==> src/rtl/ede_pkg.sv <==
// ----------------------------------------------------------------------------
// ede_pkg
// Shared constants, types and state codes of the Euclidean distance engine.
// ----------------------------------------------------------------------------
package ede_pkg;

   localparam int LANES             = 4;
   localparam int ELEM_BITS         = 16;
   localparam int MAX_VECTOR_LENGTH = 4096;
   localparam int SQ_BITS           = 2 * ELEM_BITS;
   localparam int TREE_BITS         = SQ_BITS + 2;
   localparam int SUM_BITS          = 44;
   localparam int ACC_BITS          = SUM_BITS + 1;
   localparam int DIST_BITS         = SUM_BITS / 2;
   localparam int REM_BITS          = DIST_BITS + 1;
   localparam int CNT_BITS          = $clog2(DIST_BITS);

   // Largest sum a vector of the allowed length can reach.
   localparam logic [63:0] ELEM_MAX_MAG = 64'((2 ** ELEM_BITS) - 1);
   localparam logic [SUM_BITS-1:0] SUM_BOUND =
      SUM_BITS'(64'(MAX_VECTOR_LENGTH) * ELEM_MAX_MAG * ELEM_MAX_MAG);

   typedef logic signed [ELEM_BITS-1:0] elem_type;
   typedef logic [SQ_BITS-1:0]          square_type;

   typedef struct packed {
      logic                valid;
      logic [SUM_BITS-1:0] sum;
      logic                sat;
   } handoff_type;

   typedef struct packed {
      logic [SUM_BITS-1:0]  squared_distance;
      logic [DIST_BITS-1:0] distance;
      logic                 saturated;
   } result_type;

   typedef enum logic [1:0] {
      SQ_IDLE,
      SQ_RUN,
      SQ_DONE
   } sqrt_state_type;

endpackage

==> src/rtl/ede_channels.sv <==
// ----------------------------------------------------------------------------
// ede channel interfaces
// Valid/ready channels for the request words and the result words.
// ----------------------------------------------------------------------------
interface ede_req_if;
   logic               valid;
   logic               ready;
   ede_pkg::elem_type  query_lane_0;
   ede_pkg::elem_type  query_lane_1;
   ede_pkg::elem_type  query_lane_2;
   ede_pkg::elem_type  query_lane_3;
   ede_pkg::elem_type  data_lane_0;
   ede_pkg::elem_type  data_lane_1;
   ede_pkg::elem_type  data_lane_2;
   ede_pkg::elem_type  data_lane_3;
   logic               last_group;

   modport source (
      output valid, query_lane_0, query_lane_1, query_lane_2, query_lane_3,
             data_lane_0, data_lane_1, data_lane_2, data_lane_3, last_group,
      input  ready
   );
   modport sink (
      input  valid, query_lane_0, query_lane_1, query_lane_2, query_lane_3,
             data_lane_0, data_lane_1, data_lane_2, data_lane_3, last_group,
      output ready
   );
endinterface

interface ede_rsp_if;
   logic                           valid;
   logic                           ready;
   logic [ede_pkg::SUM_BITS-1:0]   squared_distance;
   logic [ede_pkg::DIST_BITS-1:0]  distance;
   logic                           saturated;

   modport source (
      output valid, squared_distance, distance, saturated,
      input  ready
   );
   modport sink (
      input  valid, squared_distance, distance, saturated,
      output ready
   );
endinterface

==> src/rtl/euclidean_distance_engine_core.sv <==
// ----------------------------------------------------------------------------
// euclidean_distance_engine_core
// A last request word passes the lane registers and the tree register, and its sum then
// loads the square root unit. Throughput: one request word per cycle, except that a last
// word waits in the tree stage, freezing the pipe, until the 22-step square root of the
// previous vector is done and its result taken.
// Reset (synchronous, active high) empties the pipe and clears the accumulator.
// ----------------------------------------------------------------------------
module euclidean_distance_engine_core (
   input  logic       clock,
   input  logic       reset,
   ede_req_if.sink    req_ch,
   ede_rsp_if.source  rsp_ch
);

   // Each request word carries four query and four data elements. Four lanes
   // form the squared differences in parallel and register them. The merge
   // stage adds the four squares in a registered tree and then adds the group
   // total into a running sum, clamped at the largest sum a vector of the
   // maximum length can reach. When the last word of a vector reaches the
   // accumulator, the clamped sum and the overflow flag move to the square
   // root unit and the accumulator clears, so the next vector streams in
   // while the root is being worked out.

   ede_pkg::elem_type     query_elems [ede_pkg::LANES];
   ede_pkg::elem_type     data_elems  [ede_pkg::LANES];
   ede_pkg::square_type   squares     [ede_pkg::LANES];
   logic                  advance;
   logic                  sqrt_busy;
   ede_pkg::handoff_type  handoff;
   ede_pkg::result_type   result;
   logic                  rsp_valid;

   assign query_elems[0] = req_ch.query_lane_0;
   assign query_elems[1] = req_ch.query_lane_1;
   assign query_elems[2] = req_ch.query_lane_2;
   assign query_elems[3] = req_ch.query_lane_3;
   assign data_elems[0]  = req_ch.data_lane_0;
   assign data_elems[1]  = req_ch.data_lane_1;
   assign data_elems[2]  = req_ch.data_lane_2;
   assign data_elems[3]  = req_ch.data_lane_3;

   // The pipe moves whenever it is not holding a last word for a busy root unit.
   assign req_ch.ready = advance;

   for (genvar i = 0; i < ede_pkg::LANES; i++) begin : g_lane
      ede_lane u_lane (
         .clock   (clock),
         .advance (advance),
         .query   (query_elems[i]),
         .data    (data_elems[i]),
         .square  (squares[i])
      );
   end

   ede_merge u_merge (
      .clock     (clock),
      .reset     (reset),
      .req_valid (req_ch.valid),
      .req_last  (req_ch.last_group),
      .squares   (squares),
      .sqrt_busy (sqrt_busy),
      .advance   (advance),
      .handoff   (handoff)
   );

   // The root unit's registers double as the output register of the block.
   ede_sqrt u_sqrt (
      .clock     (clock),
      .reset     (reset),
      .handoff   (handoff),
      .busy      (sqrt_busy),
      .rsp_valid (rsp_valid),
      .rsp_ready (rsp_ch.ready),
      .result    (result)
   );

   assign rsp_ch.valid            = rsp_valid;
   assign rsp_ch.squared_distance = result.squared_distance;
   assign rsp_ch.distance         = result.distance;
   assign rsp_ch.saturated        = result.saturated;

endmodule

==> src/rtl/ede_lane.sv <==
// ----------------------------------------------------------------------------
// ede_lane
// One lane: squared difference of a query and a data element, registered.
// ----------------------------------------------------------------------------
module ede_lane (
   input  logic                clock,
   input  logic                advance,
   input  ede_pkg::elem_type   query,
   input  ede_pkg::elem_type   data,
   output ede_pkg::square_type square
);

   logic signed [ede_pkg::ELEM_BITS:0] diff;
   logic [ede_pkg::ELEM_BITS:0]        mag;
   ede_pkg::square_type                square_in;
   ede_pkg::square_type                square_ff;

   always_comb begin
      diff      = {query[ede_pkg::ELEM_BITS-1], query} - {data[ede_pkg::ELEM_BITS-1], data};
      mag       = diff[ede_pkg::ELEM_BITS] ? -diff : diff;
      // The magnitude never exceeds 2^ELEM_BITS - 1, so its top bit is dropped.
      square_in = ede_pkg::SQ_BITS'(mag[ede_pkg::ELEM_BITS-1:0])
                * ede_pkg::SQ_BITS'(mag[ede_pkg::ELEM_BITS-1:0]);
   end

   always_ff @(posedge clock) begin
      if (advance) begin
         square_ff <= square_in;
      end
   end

   assign square = square_ff;

endmodule

==> src/rtl/ede_merge.sv <==
// ----------------------------------------------------------------------------
// ede_merge
// Adds the lane squares in a registered tree and accumulates with a clamp.
// ----------------------------------------------------------------------------
module ede_merge (
   input  logic                   clock,
   input  logic                   reset,
   input  logic                   req_valid,
   input  logic                   req_last,
   input  ede_pkg::square_type    squares [ede_pkg::LANES],
   input  logic                   sqrt_busy,
   output logic                   advance,
   output ede_pkg::handoff_type   handoff
);

   logic                            lane_valid_ff, lane_valid_in;
   logic                            lane_last_ff;
   logic                            tree_valid_ff, tree_valid_in;
   logic                            tree_last_ff;
   logic [ede_pkg::TREE_BITS-1:0]   tree_sum_ff, tree_sum_in;
   logic [ede_pkg::SUM_BITS-1:0]    acc_ff, acc_in;
   logic                            ovf_ff, ovf_in;
   logic [ede_pkg::ACC_BITS-1:0]    acc_sum;
   logic                            over;
   logic [ede_pkg::SUM_BITS-1:0]    clamped;

   // The whole pipe freezes only while a last word waits for the root unit.
   assign advance = !(tree_valid_ff && tree_last_ff && sqrt_busy);

   always_comb begin
      lane_valid_in = req_valid;
      tree_valid_in = lane_valid_ff;
      tree_sum_in   = ede_pkg::TREE_BITS'(squares[0]) + ede_pkg::TREE_BITS'(squares[1])
                    + ede_pkg::TREE_BITS'(squares[2]) + ede_pkg::TREE_BITS'(squares[3]);

      acc_sum = ede_pkg::ACC_BITS'(acc_ff) + ede_pkg::ACC_BITS'(tree_sum_ff);
      over    = acc_sum > ede_pkg::ACC_BITS'(ede_pkg::SUM_BOUND);
      clamped = over ? ede_pkg::SUM_BOUND : acc_sum[ede_pkg::SUM_BITS-1:0];

      acc_in = acc_ff;
      ovf_in = ovf_ff;
      handoff.valid = 1'b0;
      handoff.sum   = clamped;
      handoff.sat   = ovf_ff || over;
      if (advance && tree_valid_ff) begin
         if (tree_last_ff) begin
            handoff.valid = 1'b1;
            acc_in        = '0;
            ovf_in        = 1'b0;
         end else begin
            acc_in = clamped;
            ovf_in = ovf_ff || over;
         end
      end
   end

   always_ff @(posedge clock) begin
      if (reset) begin
         lane_valid_ff <= 1'b0;
         tree_valid_ff <= 1'b0;
         acc_ff        <= '0;
         ovf_ff        <= 1'b0;
      end else begin
         if (advance) begin
            lane_valid_ff <= lane_valid_in;
            tree_valid_ff <= tree_valid_in;
         end
         acc_ff <= acc_in;
         ovf_ff <= ovf_in;
      end
   end

   always_ff @(posedge clock) begin
      if (advance) begin
         lane_last_ff <= req_last;
         tree_last_ff <= lane_last_ff;
         tree_sum_ff  <= tree_sum_in;
      end
   end

endmodule

==> src/rtl/ede_sqrt.sv <==
// ----------------------------------------------------------------------------
// ede_sqrt
// Restoring integer square root, one root bit per cycle, with result register.
// ----------------------------------------------------------------------------
module ede_sqrt (
   input  logic                  clock,
   input  logic                  reset,
   input  ede_pkg::handoff_type  handoff,
   output logic                  busy,
   output logic                  rsp_valid,
   input  logic                  rsp_ready,
   output ede_pkg::result_type   result
);

   ede_pkg::sqrt_state_type          state_ff, state_in;
   logic [ede_pkg::CNT_BITS-1:0]     cnt_ff, cnt_in;
   logic [ede_pkg::SUM_BITS-1:0]     rad_ff, rad_in;
   logic [ede_pkg::SUM_BITS-1:0]     sqd_ff;
   logic [ede_pkg::DIST_BITS-1:0]    root_ff, root_in;
   logic [ede_pkg::REM_BITS-1:0]     rem_ff, rem_in;
   logic                             sat_ff;
   logic                             step_en;
   logic                             last_step;
   logic [ede_pkg::REM_BITS+1:0]     rem_shift;
   logic [ede_pkg::REM_BITS+1:0]     trial;
   logic                             fits;

   assign last_step = cnt_ff == ede_pkg::CNT_BITS'(ede_pkg::DIST_BITS - 1);

   // Next state.
   always_comb begin
      state_in = state_ff;
      case (state_ff)
         ede_pkg::SQ_IDLE: begin
            if (handoff.valid) begin
               state_in = ede_pkg::SQ_RUN;
            end
         end
         ede_pkg::SQ_RUN: begin
            if (last_step) begin
               state_in = ede_pkg::SQ_DONE;
            end
         end
         ede_pkg::SQ_DONE: begin
            if (rsp_ready) begin
               state_in = ede_pkg::SQ_IDLE;
            end
         end
         default: begin
            state_in = ede_pkg::SQ_IDLE;
         end
      endcase
   end

   // Outputs.
   always_comb begin
      busy      = state_ff != ede_pkg::SQ_IDLE;
      rsp_valid = state_ff == ede_pkg::SQ_DONE;
      step_en   = state_ff == ede_pkg::SQ_RUN;
   end

   // One step brings down the next two radicand bits and tries 4*root + 1.
   always_comb begin
      rem_shift = {rem_ff, rad_ff[ede_pkg::SUM_BITS-1 -: 2]};
      trial     = {1'b0, root_ff, 2'b01};
      fits      = rem_shift >= trial;
      rad_in    = {rad_ff[ede_pkg::SUM_BITS-3:0], 2'b00};
      root_in   = {root_ff[ede_pkg::DIST_BITS-2:0], fits};
      rem_in    = fits ? ede_pkg::REM_BITS'(rem_shift - trial)
                       : rem_shift[ede_pkg::REM_BITS-1:0];
      cnt_in    = cnt_ff + ede_pkg::CNT_BITS'(1);
   end

   always_ff @(posedge clock) begin
      if (reset) begin
         state_ff <= ede_pkg::SQ_IDLE;
      end else begin
         state_ff <= state_in;
      end
   end

   always_ff @(posedge clock) begin
      if (handoff.valid && !busy) begin
         rad_ff  <= handoff.sum;
         sqd_ff  <= handoff.sum;
         sat_ff  <= handoff.sat;
         root_ff <= '0;
         rem_ff  <= '0;
         cnt_ff  <= '0;
      end else if (step_en) begin
         rad_ff  <= rad_in;
         root_ff <= root_in;
         rem_ff  <= rem_in;
         cnt_ff  <= cnt_in;
      end
   end

   assign result.squared_distance = sqd_ff;
   assign result.distance         = root_ff;
   assign result.saturated        = sat_ff;

endmodule

==> src/flat_wrapper.sv <==
// flat-port wrapper written by rule: the top's interface ports become plain ports
module euclidean_distance_engine_core_flat 
  (clock, reset, req_ch_valid, req_ch_query_lane_0, req_ch_query_lane_1, req_ch_query_lane_2, req_ch_query_lane_3, req_ch_data_lane_0, req_ch_data_lane_1, req_ch_data_lane_2, req_ch_data_lane_3, req_ch_last_group, req_ch_ready, rsp_ch_valid, rsp_ch_squared_distance, rsp_ch_distance, rsp_ch_saturated, rsp_ch_ready);
  ede_req_if req_ch_i ();
  ede_rsp_if rsp_ch_i ();
  input  logic clock;
  input  logic reset;
  input wire logic [$bits(req_ch_i.valid)-1:0] req_ch_valid;
  input wire logic [$bits(req_ch_i.query_lane_0)-1:0] req_ch_query_lane_0;
  input wire logic [$bits(req_ch_i.query_lane_1)-1:0] req_ch_query_lane_1;
  input wire logic [$bits(req_ch_i.query_lane_2)-1:0] req_ch_query_lane_2;
  input wire logic [$bits(req_ch_i.query_lane_3)-1:0] req_ch_query_lane_3;
  input wire logic [$bits(req_ch_i.data_lane_0)-1:0] req_ch_data_lane_0;
  input wire logic [$bits(req_ch_i.data_lane_1)-1:0] req_ch_data_lane_1;
  input wire logic [$bits(req_ch_i.data_lane_2)-1:0] req_ch_data_lane_2;
  input wire logic [$bits(req_ch_i.data_lane_3)-1:0] req_ch_data_lane_3;
  input wire logic [$bits(req_ch_i.last_group)-1:0] req_ch_last_group;
  output wire logic [$bits(req_ch_i.ready)-1:0] req_ch_ready;
  output wire logic [$bits(rsp_ch_i.valid)-1:0] rsp_ch_valid;
  output wire logic [$bits(rsp_ch_i.squared_distance)-1:0] rsp_ch_squared_distance;
  output wire logic [$bits(rsp_ch_i.distance)-1:0] rsp_ch_distance;
  output wire logic [$bits(rsp_ch_i.saturated)-1:0] rsp_ch_saturated;
  input wire logic [$bits(rsp_ch_i.ready)-1:0] rsp_ch_ready;
  assign req_ch_i.valid = req_ch_valid;
  assign req_ch_i.query_lane_0 = req_ch_query_lane_0;
  assign req_ch_i.query_lane_1 = req_ch_query_lane_1;
  assign req_ch_i.query_lane_2 = req_ch_query_lane_2;
  assign req_ch_i.query_lane_3 = req_ch_query_lane_3;
  assign req_ch_i.data_lane_0 = req_ch_data_lane_0;
  assign req_ch_i.data_lane_1 = req_ch_data_lane_1;
  assign req_ch_i.data_lane_2 = req_ch_data_lane_2;
  assign req_ch_i.data_lane_3 = req_ch_data_lane_3;
  assign req_ch_i.last_group = req_ch_last_group;
  assign req_ch_ready = req_ch_i.ready;
  assign rsp_ch_valid = rsp_ch_i.valid;
  assign rsp_ch_squared_distance = rsp_ch_i.squared_distance;
  assign rsp_ch_distance = rsp_ch_i.distance;
  assign rsp_ch_saturated = rsp_ch_i.saturated;
  assign rsp_ch_i.ready = rsp_ch_ready;
  euclidean_distance_engine_core u_core (.clock(clock), .reset(reset), .req_ch(req_ch_i), .rsp_ch(rsp_ch_i));
endmodule
==> config.mk <==
export PLATFORM = sky130hd
export DESIGN_NAME = euclidean_distance_engine_core_flat
export DESIGN_NICKNAME = d
export VERILOG_FILES = /design/src/rtl/ede_pkg.sv /design/src/rtl/ede_channels.sv /design/src/rtl/euclidean_distance_engine_core.sv /design/src/rtl/ede_lane.sv /design/src/rtl/ede_merge.sv /design/src/rtl/ede_sqrt.sv /design/src/flat_wrapper.sv
export SDC_FILE = /design/constraint.sdc
export NUM_CORES = 2
export LEC_CHECK = 0
export ABC_AREA = 1
export BUFFER_PORTS_ARGS = -buffer_cell sky130_fd_sc_hd__buf_2
export CAP_MARGIN = 20
export CORE_MARGIN = 1
export CORE_UTILIZATION = 25
export DETAILED_ROUTE_END_ITERATION = 10
export PLACE_DENSITY = 0.41
export SKIP_CTS_REPAIR_TIMING = 1
export SLEW_MARGIN = 10
export SYNTH_ARGS = -nofsm -noshare
export SYNTH_HDL_FRONTEND = slang
export SYNTH_HIERARCHICAL = 1
export SYNTH_SLANG_ARGS = --single-unit
==> constraint.sdc <==
create_clock -name clock -period 24.3 [get_ports clock]
set_input_delay 2.43 -clock clock [delete_from_list [all_inputs] [get_ports clock]]
set_output_delay 2.43 -clock clock [all_outputs]
set_load 0.05 [all_outputs]
### Yosys cells after proc, flatten, opt, wreduce, memory -nomap -nowiden

Index checks and enable logic that the tools add are counted.

* add/subtract/negate cells: 14
* magnitude comparators: 2
* equal/unequal tests: 6
* mux-type cells: 16
* reductions and logical operators: 11
* multipliers: 4

Operators by type and width (count)
* $mux 44: 4
* $mul 16x16->32: 4
* $sub 16x16->17: 4
* $mux 16: 4
* $neg 16->16: 4
* $add 44x34->45: 1
* $gt 45x44->1 const B: 1
* $add 33x32->34: 1
* $add 34x32->34: 1
* $add 32x32->33: 1
* $ge 25x24->1: 1
* $mux 23: 1
* $sub 23x23->23: 1
* $mux 2: 3
* $pmux 2 s3: 1
* $add 5x1->5 const B: 1
* $eq 5x5->1 const B: 1
* $logic_and 1x1->1: 4
* $ne 2x1->1 const B: 2
* $reduce_bool 2->1: 2
* $mux 1: 3
* $reduce_and 3->1: 1
* $eq 2x1->1 const B: 1
* $eq 2x2->1 const B: 1
* 4 further kinds: 5

* logic and storage cells: 71
* output and inout port bits: 69
* flip-flop bits (word level): 352
* input port bits: 133

### Depth between registers and ports, before layout

* depth after elaboration: 7
* mapped depth: 45
* mapped depth without buffers: 44

### By module

The synthesis kept the hierarchy.

Modules (own cells, without submodules)
* ede_lane (u_core.g_lane[0].u_lane ...): area each 9898.2 um^2, times used 3, cells each 1200, sequential area each 930.9 um^2
* ede_lane (u_core.g_lane[3].u_lane): area each 9854.5 um^2, times used 1, cells each 1232, sequential area each 930.9 um^2
* ede_merge: area each 9452.8 um^2, times used 1, cells each 1399, sequential area each 2021.9 um^2
* ede_sqrt: area each 7024.2 um^2, times used 1, cells each 842, sequential area each 3713.6 um^2

### Least setup slack after synthesis

OpenSTA, ideal clock, no wires.

* path type: input to register
* start: input req_ch_query_lane_0[0]
* end: register u_core.g_lane[0].u_lane.square_ff[31], data pin
* library setup time: 253 ps
* path slack: 14708 ps
* stages: 38
* arrival time: 9339 ps
* buffers on the path: 0
* data required time: 24047 ps
* cell sequence: inv_1 > ha_1 > fa_1 > ha_1 > inv_1 > nor2_2 > nand3_2 > nor2_2 > nand3_2 > nor2_2 > inv_1 > nand2_1 > nand2_1 > nand2_1 > nand2_2 > inv_2 > nand2_1 > fa_1 > (+2 left out) > fa_1 > fa_1 > fa_1 > inv_1 > fa_1 > inv_1 > ha_1 > a21oi_1 > o21a_1 > o21ai_0 > nand2_1 > nand3_1 > nand3_1 > nand2_1 > a21boi_0 > o21ai_0 > nand3_1 > nand2_1

* word-level cells in the longest chain between the ends: 4

Ends and longest elaborated chain
* start: declaration: line flat_wrapper.sv:9 `input wire logic [$bits(req_ch_i.query_lane_0)-1:0] req_ch_query_lane_0;`
* $sub 16x16->17 (*): line ede_lane.sv:19 `diff = {query[ede_pkg::ELEM_BITS-1], query} - {data[ede_pkg::ELEM_BITS-1], data};`
* $neg 16->16: line ede_lane.sv:20 `mag = diff[ede_pkg::ELEM_BITS] ? -diff : diff;`
* $mux 16 (*): line ede_lane.sv:20
* $mul 16x16->32 (*): line ede_lane.sv:23 `* ede_pkg::SQ_BITS'(mag[ede_pkg::ELEM_BITS-1:0]);`
* net u_core.g_lane[0].u_lane.square_in[31]: line ede_lane.sv:15 `ede_pkg::square_type square_in;`
* end signal: assignment: line ede_lane.sv:28 `square_ff <= square_in;`
* end: declaration: line ede_lane.sv:16 `ede_pkg::square_type square_ff;`

Mark *: on every way through the listed nets, which the timed path passes. The rest lies on a longest branch.
A chain may end at the register's enable or synchronous reset.

### Worst setup path in the final report

Same ends and word-level chain as after synthesis.

==> results.json <==
{
  "drtIter0Drc": 2070,
  "diodes": 0,
  "finalSetupTns_ns": 0,
  "hp-start": "u_core/u_merge/lane_last_ff$_DFFE_PN_",
  "critPathMaxStageDelay_ns": 0.55,
  "critPathTopFamily": "adder cells",
  "synth_seq_cells": 348,
  "worst-path-buf-inv": 8,
  "seqCellArea_um2": 9460,
  "io_buffer_count": 201,
  "grt_pass1_wl_um": 255000,
  "yosysMostFrequentCell": "inv_1",
  "worstPathMaxFanout": 17,
  "dpl.hpwl_um": 136000,
  "fin_ws_ns": 14.24,
  "grt_setup_unrepaired": "no",
  "wire_per_inst_um": 15.5,
  "syn_to_final_growth_pct": 9.88,
  "syn_area_um2": 56000,
  "synth_top_area_share_pct": 26.2,
  "grt_usage_pct": 14.2,
  "synthFlopType": "edfxtp_1",
  "route.antenna.remaining_nets": 0,
  "multiInputGateArea_um2": 39300,
  "synth-edff-count": 249,
  "maxCapViolCount": 0,
  "start_util_pct": 25.2,
  "maxSlewViolCount": 0,
  "crit_path_end_kind": "flop",
  "dieArea_um2": 226000,
  "crit_path_top_delay_cell": "fa_1",
  "die_w_um": 475,
  "slew_headroom_pct": 37.8,
  "clk_latency_ns": 0.60,
  "vias_per_cell": 4.29,
  "post-route-period-util_pct": 41.4,
  "fmax_mhz": 99.4,
  "synth-seq-area-share_pct": 16.9,
  "drive_above_1_share_pct": 9.43,
  "rrSetupSlack_ns": 19.83,
  "place.gp.congestion": 0.873,
  "vias": 43900,
  "min_period_ns": 10.06,
  "finalNetCount": 8634,
  "grt_overflow": 0,
  "core_area_um2": 223000,
  "crit_path_start_kind": "input pin",
  "synthTopCellsByArea": "fa_1, edfxtp_1, ha_1",
  "cts_max_level": 2,
  "r2r_cells": 13,
  "clk_pin_slew_ns": 0.06,
  "required_ns": 24.62,
  "hold_end": "u_core/u_merge/tree_last_ff$_DFFE_PN_",
  "syn_avg_cell_area_um2": 7.92,
  "cts_buffers": 40,
  "fillers": 24500,
  "drc": 0,
  "async_flop_share_pct": 0,
  "cts_sinks": 348,
  "min_path_type": "reg -> reg",
  "hold_viol": 0,
  "ioPinCount": 202,
  "setup_viol": 0,
  "final_util_pct": 27.7,
  "r2r-start": "u_core/u_sqrt/state_ff[0]$_SDFFE_PP0P_",
  "synth_nets": 8471,
  "tightest_slew_ns": 0.934,
  "hold_path_depth": 0,
  "regToRegEndpoint": "u_core/u_sqrt/rad_ff[32]$_DFFE_PP_",
  "synth.largest_area_cell": "fa_1",
  "row_count": 173,
  "cts_tree": "done",
  "netlist-cell-type-count": 62,
  "routed_wl_um": 159000,
  "clock-skew-final_ns": 0.0457,
  "place_ws_ns": 13.63,
  "grt_pass1_vias": 46200,
  "die_h_um": 475,
  "syn_inst": 7073,
  "crit_arrival_ns": 10.38,
  "grt_antenna_before_repair": 2,
  "status": "finished clean",
  "grt_max_degree": 72,
  "worst-setup-path-type": "in -> reg",
  "synth_common_cells": "inv_1, nand2_1, fa_1, nor2_1, ha_1",
  "clockBufferDepth": 3,
  "yosysWarnings": 6,
  "dr.pass1.iters": 5,
  "clock-root-buffer": "clkbuf_16"
}
-- state kept, by name, summed over array words and instances (netlist names) --
name                          flops
u_core/g_lane.u_lane/square     124
u_core/u_merge/tree_sum_ff       34
u_core/u_merge/lane_valid_ff      1
u_core/u_sqrt/cnt_ff              5
u_core/u_merge/acc_ff            44
u_core/u_merge/ovf_ff             1
u_core/u_sqrt/sat_ff              1
u_core/u_sqrt/root_ff            22
u_core/u_merge/lane_last_ff       1
u_core/u_sqrt/rem_ff             23
u_core/u_sqrt/sqd_ff             44
u_core/u_sqrt/rad_ff             44
u_core/u_sqrt/state_ff            2
u_core/u_merge/tree_valid_ff      1
u_core/u_merge/tree_last_ff       1
-- worst register-to-register path, delay by kind of cell, from the launching register on --
| kind | cells | cell delay, ns |
|---|---|---|
| and+or+nand+nor | 6 | 1.82 |
| DFF | 1 | 0.37 |
| buffers and inverters | 7 | 1.86 |
-- stage by stage --
stage               area, um2  instances  hold WS, ns
finish                  61600      10200        0.441
global route            61600      10200        0.455
CTS                     61500      10200        0.441
detailed placement      60200      10200        0.416
global placement        60200      10200        0.420
floorplan               56000       7073        0.400
-- metal layers --
metal,track usage [%],part of all wire (%),wire [um],vias up
met4,1.95,1.3,2110,2
met3,1.08,3.0,4750,107
met5,0,0.0082,13,-
li1,-,-,-,21900
met1,20.0,49,77600,21200
met2,24.3,47,74800,635
-- worst max-delay path by stage --
stage                                 from                                           end  slack [ns]  depth (start not counted)
detailed placement  req_ch_query_lane_2[0]  u_core/g_lane[2].u_lane/square[28]$_DFFE_PP_       13.63                         37
finish              req_ch_query_lane_0[0]  u_core/g_lane[0].u_lane/square[31]$_DFFE_PP_       14.24                         42
CTS                 req_ch_query_lane_2[0]  u_core/g_lane[2].u_lane/square[28]$_DFFE_PP_       14.20                         37
global placement    req_ch_query_lane_0[0]  u_core/g_lane[0].u_lane/square[31]$_DFFE_PP_       13.67                         42
floorplan           req_ch_query_lane_0[0]  u_core/g_lane[0].u_lane/square[31]$_DFFE_PP_       14.71                         38
global route        req_ch_query_lane_0[0]  u_core/g_lane[0].u_lane/square[31]$_DFFE_PP_       13.52                         42
-- logic make-up after synthesis --
group,share of synthesized area [%]
adders and majority gates,38.1
DFF,16.9
xor gates and xnor gates,3.52
other,0.0268
and+or+nand+nor,22.8
buffers and inverters,13.0
AOI/OAI and AO/OA,5.80
-- area by class of cell --
| cell class | count | area share [%] |
|---|---|---|
| multi-input cells | 4895 | 63.9 |
| inverters | 1724 | 10.6 |
| clock buffers | 58 | 1.84 |
| flip-flops and latches | 348 | 15.4 |
| clock inverters | 15 | 0.287 |
| well taps | 2975 | 6.05 |
| repair buffers | 227 | 1.98 |
-- placed cells by master (no fill, tap or decap), types with 9 or more instances in the layout --
cell	count
a21boi_0	14
a21o_1	9
a21oi_1	325
and2_1	9
buf_2	201
buf_4	24
clkbuf_1	11
clkbuf_16	40
dfxtp_1	99
edfxtp_1	249
fa_1	732
ha_1	533
inv_1	1631
inv_2	78
inv_4	10
nand2_1	1608
nand2_2	71
nand2_4	23
nand3_1	283
nand3_2	61
nand3b_1	14
nand4_1	99
nor2_1	543
nor2_2	52
nor2_4	42
nor3_1	24
nor4_1	11
o211ai_1	16
o21a_1	9
o21ai_0	108
o21ai_1	10
o21ai_2	10
o21bai_1	12
o22ai_1	22
xnor2_1	69
xor2_1	108
xor2_4	12
Power is left out: the tool's default activity adds up to more than one toggle a clock period on the data nets, which glitch-free logic cannot reach.
